$ cat config.mk
export PLATFORM = sky130hd
export DESIGN_NAME = ffha_cell
export DESIGN_NICKNAME = d
export VERILOG_FILES = /design/src/first_fit_heap_allocator_defines.svh /design/src/ffha_pkg.sv /design/src/ffha_cell.sv
export SDC_FILE = /design/constraint.sdc
export NUM_CORES = 1
export LEC_CHECK = 0
export ABC_AREA = 0
export ABC_CLOCK_PERIOD_IN_PS = 7600
export BUFFER_PORTS_ARGS = -buffer_cell sky130_fd_sc_hd__buf_2
export CORE_ASPECT_RATIO = 1.5
export CORE_MARGIN = 1.5
export CORE_UTILIZATION = 25
export DETAILED_ROUTE_END_ITERATION = 7
export PLACE_DENSITY = 0.52
export SYNTH_ARGS = -nofsm -noshare
export SYNTH_HDL_FRONTEND = slang
export SYNTH_SLANG_ARGS = --single-unit
export TNS_END_PERCENT = 10
$ cat constraint.sdc
create_clock -name i_clk -period 7.6 [get_ports i_clk]
set_clock_uncertainty 0.1 [all_clocks]
set_input_delay 0.76 -clock i_clk [delete_from_list [all_inputs] [get_ports i_clk]]
set_output_delay 0.76 -clock i_clk [all_outputs]
set_load 0.05 [all_outputs]
$ cat src/first_fit_heap_allocator_defines.svh
// Assertion helpers shared by the allocator RTL.
`ifndef FIRST_FIT_HEAP_ALLOCATOR_DEFINES_SVH
`define FIRST_FIT_HEAP_ALLOCATOR_DEFINES_SVH

// Same-cycle implication, sampled on i_clk, off during reset.
`define FFHA_ASSERT_IMP(lbl, a, c, msg) \
    lbl: assert property (@(posedge i_clk) disable iff (!i_rst_n) (a) |-> (c)) \
        else $error(msg);

// Next-cycle implication, sampled on i_clk, off during reset.
`define FFHA_ASSERT_NEXT(lbl, a, c, msg) \
    lbl: assert property (@(posedge i_clk) disable iff (!i_rst_n) (a) |=> (c)) \
        else $error(msg);

`endif

$ cat src/ffha_pkg.sv
package ffha_pkg;

    localparam int ADDR_W    = 22;
    localparam int OUTCOME_W = 3;
    localparam int CFG_IDX_W = 2;

    localparam logic [CFG_IDX_W-1:0] CFG_HEAP_START = 2'd0;
    localparam logic [CFG_IDX_W-1:0] CFG_HEAP_LIMIT = 2'd1;

    localparam logic KIND_ALLOC = 1'b0;
    localparam logic KIND_FREE  = 1'b1;

    localparam logic [OUTCOME_W-1:0] OUT_REUSED   = 3'd0;
    localparam logic [OUTCOME_W-1:0] OUT_APPENDED = 3'd1;
    localparam logic [OUTCOME_W-1:0] OUT_NO_ROOM  = 3'd2;
    localparam logic [OUTCOME_W-1:0] OUT_ZERO     = 3'd3;
    localparam logic [OUTCOME_W-1:0] OUT_FREED    = 3'd4;
    localparam logic [OUTCOME_W-1:0] OUT_IGNORED  = 3'd5;

    typedef struct packed {
        logic              kind;
        logic [ADDR_W-1:0] req_size;
        logic [ADDR_W-1:0] address;
    } t_req_in;

    typedef struct packed {
        logic [ADDR_W-1:0]    alloc_address;
        logic [OUTCOME_W-1:0] outcome;
        logic [ADDR_W-1:0]    bytes_in_use;
    } t_res;

    // request as broadcast to every cell during a scan
    typedef struct packed {
        logic              en;
        logic              kind;
        logic [ADDR_W-1:0] size;
        logic [ADDR_W-1:0] addr;
    } t_bcast;

    // search front handed from cell to cell
    typedef struct packed {
        logic              live;
        logic              found;
        logic [ADDR_W-1:0] addr;
        logic [ADDR_W-1:0] size;
    } t_wave;

    // append write
    typedef struct packed {
        logic              en;
        logic [ADDR_W-1:0] addr;
        logic [ADDR_W-1:0] size;
    } t_wr;

endpackage

$ cat src/ffha_cell.sv
module ffha_cell
    import ffha_pkg::*;
#(
    parameter int IDX = 0,
    parameter int CW  = 9
) (
    input  logic          i_clk,
    input  logic          i_rst_n,
    input  t_bcast        i_bcast,
    input  t_wr           i_wr,
    input  logic [CW-1:0] i_count,
    input  t_wave         i_wave,
    output t_wave         o_wave
);

    logic [ADDR_W-1:0] r_addr;
    logic [ADDR_W-1:0] r_size;
    logic              r_used;
    t_wave             r_wave;
    t_wave             n_wave;
    logic              w_occ;
    logic              w_fit;
    logic              w_hit;
    logic              w_wr;

    assign w_occ = (CW'(IDX) < i_count);
    assign w_wr  = i_wr.en && (i_count == CW'(IDX));

    always_comb begin
        if (i_bcast.kind == KIND_ALLOC) begin
            w_fit = !r_used && (r_size >= i_bcast.size);
        end else begin
            w_fit = r_used && (r_addr == i_bcast.addr);
        end
    end

    assign w_hit = i_wave.live && !i_wave.found && i_bcast.en && w_occ && w_fit;

    always_comb begin
        n_wave = i_wave;
        if (w_hit) begin
            n_wave.found = 1'b1;
            n_wave.addr  = r_addr;
            n_wave.size  = r_size;
        end
    end

    always_ff @(posedge i_clk) begin
        if (!i_rst_n) begin
            r_used <= 1'b0;
            r_wave <= '0;
        end else begin
            r_wave <= n_wave;
            if (w_wr) begin
                r_used <= 1'b1;
            end else if (w_hit) begin
                r_used <= (i_bcast.kind == KIND_ALLOC);
            end
        end
    end

    always_ff @(posedge i_clk) begin
        if (w_wr) begin
            r_addr <= i_wr.addr;
            r_size <= i_wr.size;
        end
    end

    assign o_wave = r_wave;

endmodule
==> metrics.md <==
| Metric | Value |
|---|---|
| Area Overhead vs Synth | 34.9% |
| Worst path cell trace | buf_2, inv_1, ha_1, a21oi_1, nor2_1, a211oi_1, o2111ai_1, o21ai_2, o21ba_4, mux2i_1 |
| Setup-failing EPs final | 0 |
| Pwr Density | 208 nW/µm² |
| Placer Congestion | 0.732 |
| Fin. Hold Viols | 0 |
| Standard-cell rows | 56 |
| Post-synth ARST share | 0 |
| Sequential-to-total area share from yosys stat | 0.558 |
| Dpl cells | 745 |
| DP Worst Slack | 4130 ps |
| Vias in the first global route | 3267 |
| Synth Instances | 362 |
| Final Non-Filler Cells | 765 |
| Full die area | 17000 µm² |
| Count of pins over their slew limit | 0 |
| DRT antenna net count | 0 |
| Crit-path max FO | 45 |
| Final #Nets | 723 |
| Crit start category | primary input |
| FF-to-FF setup slack | 4750 ps |
| CTS H-Tree Depth | 3 |
| Synthesized Nets | 532 |
| Core area | 15800 µm² |
| Setup_tns | 0 ps |
| Unrepaired setup endpoints after global routing | false |
| Via count | 3147 |
| CTS Buf Count | 9 |
| Io pins | 194 |
| Router iterations before antenna repair | 4 |
| Max IR drop VDD | 0.0000950 V |
| R2R Path End | o_wave[23] |
| Synth Register Bits | 91 |
| Reg-to-Reg Start | r_size[15] |
| Top-area cell type share of the netlist area | 0.326 |
| Post-CTS Hold Fix Bufs | 0 |
| Final min period | 2980 ps |
| Die H | 159 µm |
| Vias per cell | 4.11 |
| Fmax | 335 MHz |
| Area post-placement | 5160 µm² |
| Critical Path Source | i_bcast[37] |
| Setup bufs post-CTS | 0 |
| Netlist cell types | 27 |
| CTS tree | done |
| Final Instance Area | 5470 µm² |
| DP Wirelength | 8130 µm |
| Total GRT Usage | 0.126 |
| Pin count of the biggest net entering global routing | 91 |
| CP max stage delay | 810 ps |
| Worst-path clk slew | 70 ps |
| Drt initial violations | 99 |
| Fin worst setup slack | 4620 ps |
| CP max stage cell | o21ba_4 |
| First-pass GRT wire length | 16300 µm |
| Crit path required time | 7760 ps |
| # port buffers | 193 |
| CTS resizes | 0 |
| Hold_ws | 445 ps |
| Clock Latency Late Sink | 340 ps |
| Drt total wl | 10800 µm |
| Drt wl/cell | 14.1 µm |
| HP Class | flip-flop to flip-flop |
| Main flop type after synthesis | dfxtp_1 |
| Most common cell in the netlist | nand2_1 |
| Synth top area cells | edfxtp_1 (33%), dfxtp_1 (23%), mux2i_1 (11%) |
| Worst EP arrival | 3140 ps |
| Max-cap violations | 0 |
| Leak | 2.85 nW |
| Max clock buf depth | 2 |
| Worst Setup End Kind | flip-flop |
| Crit Path Class | primary input to flip-flop |
| Slew @ Worst Pin | 994 ps |
| Clk root buf | clkbuf_16 |
| Cell area after synthesis | 4060 µm² |
| CP endpoint | o_wave[23] |
| Initial Utilization | 0.257 |
| Yosys Warn Count | 0 |
| Sink Count | 91 |
| DRC viols | 0 |
| Crit share post-route | 0.392 |
| Die width | 107 µm |
| Rel. slew slack | 0.337 |
| Grt total ovfl | 0 |
| Top post-synthesis cells by count | nand2_1 (94), dfxtp_1 (47), edfxtp_1 (44), mux2i_1 (44), inv_1 (25) |
| Status | complete, no violations |
| R2r worst-path depth | 8 |
| Number of synthesized flops with an enable pin | 44 |
| Post-synth top area cell | edfxtp_1 |
| Share of layout cells above drive strength 1 | 0.389 |
| Initial antenna violation count | 3 |
| Avg Cell Area, Syn | 11.2 µm² |
==> sequential cells by signal, summed over array words and instances (netlist names) <==
| register | count |
|---|---|
| r_used | 1 |
| r_addr | 22 |
| o_wave | 46 |
| r_size | 22 |
==> power by group <==
part / internal [mW] / leakage [nW] / switching, mW
clock: 0.258 / 0.148 / 0.200
sequential: 0.527 / 0.787 / 0.00389
combinational: 0.0555 / 1.91 / 0.0957
==> layer usage <==
layer / part of all wire / vias up / track usage
li1: - / 1618 / -
met1: 0.38 / 1402 / 0.132
met2: 0.53 / 115 / 0.230
met3: 0.069 / 12 / 0.0385
met4: 0.018 / 0 / 0.0479
met5: 0 / - / 0
==> cells by family (layout without fill, tap and decap cells) <==
family | Yosys count | after routing | synth area share
buffers and inverters | 40 | 236 | 0.0570
XOR/XNOR | 22 | 22 | 0.0475
AO/OA/AOI/OAI | 20 | 20 | 0.0324
adder cells (fa/ha/maj) | 22 | 22 | 0.0678
other | 0 | 4 | 0
AND/OR/NAND/NOR | 123 | 123 | 0.129
flip-flops | 91 | 91 | 0.558
multiplexers | 44 | 44 | 0.109
==> layout make-up <==
class	count	area (µm²)
timing repair buffer	195	981
clock inverter	7	76.3
tap	203	254
inverter	25	93.8
multi-input combinational	231	1570
fill	1643	10300
antenna	4	10.0
clock buffer	9	225
sequential	91	2260
==> cells in the final DEF (no fill, tap or decap) <==
master / instances
bufinv_16: 1
dfxtp_1: 47
inv_6: 1
o21ai_2: 1
nor2_4: 1
nor4_2: 2
nor2b_1: 1
clkinv_4: 1
inv_1: 25
o2111ai_1: 1
clkbuf_16: 9
clkinvlp_4: 1
inv_8: 1
o311a_1: 1
xor2_1: 17
o21ai_0: 4
mux2i_1: 44
buf_2: 193
and2_1: 1
diode_2: 4
o21ba_4: 1
nor4_1: 4
clkinv_2: 2
a21oi_1: 9
nand3_1: 1
ha_1: 22
nand4_1: 6
nor3_1: 2
xnor2_1: 5
buf_4: 2
edfxtp_1: 44
nand2b_1: 1
nand2_1: 94
nor2_1: 9
a211oi_1: 3
nand4_2: 1
==> through the flow <==
step | total power, mW | utilization
2_1_floorplan | 0.634 | -
3_3_place_gp | 0.694 | 0.327
3_5_place_dp | 0.696 | 0.327
4_1_cts | 1.16 | 0.347
5_1_grt | 1.19 | 0.347
6_report | 1.14 | 0.347
==> worst max-delay path: cells and delay by family <==
| family | cells | cell delay [ps] |
|---|---|---|
| buffers and inverters | 2 | 120 |
| muxes | 1 | 280 |
| and+or+nand+nor | 1 | 50 |
| adders and majority gates | 1 | 310 |
| AOI/OAI and AO/OA | 5 | 1600 |
==> worst min-delay path by stage <==
stage	from	cells after the start	to	slack, ps
2_1_floorplan	r_size[0]	2	o_wave[0]	400
3_3_place_gp	r_size[7]	2	o_wave[7]	420
3_5_place_dp	r_size[13]	2	o_wave[13]	440
4_1_cts	r_size[13]	2	o_wave[13]	450
5_1_grt	i_wr[24]	1	r_addr[2]	470
6_report	r_size[13]	2	o_wave[13]	450
Power figures use the tool's default switching activity.
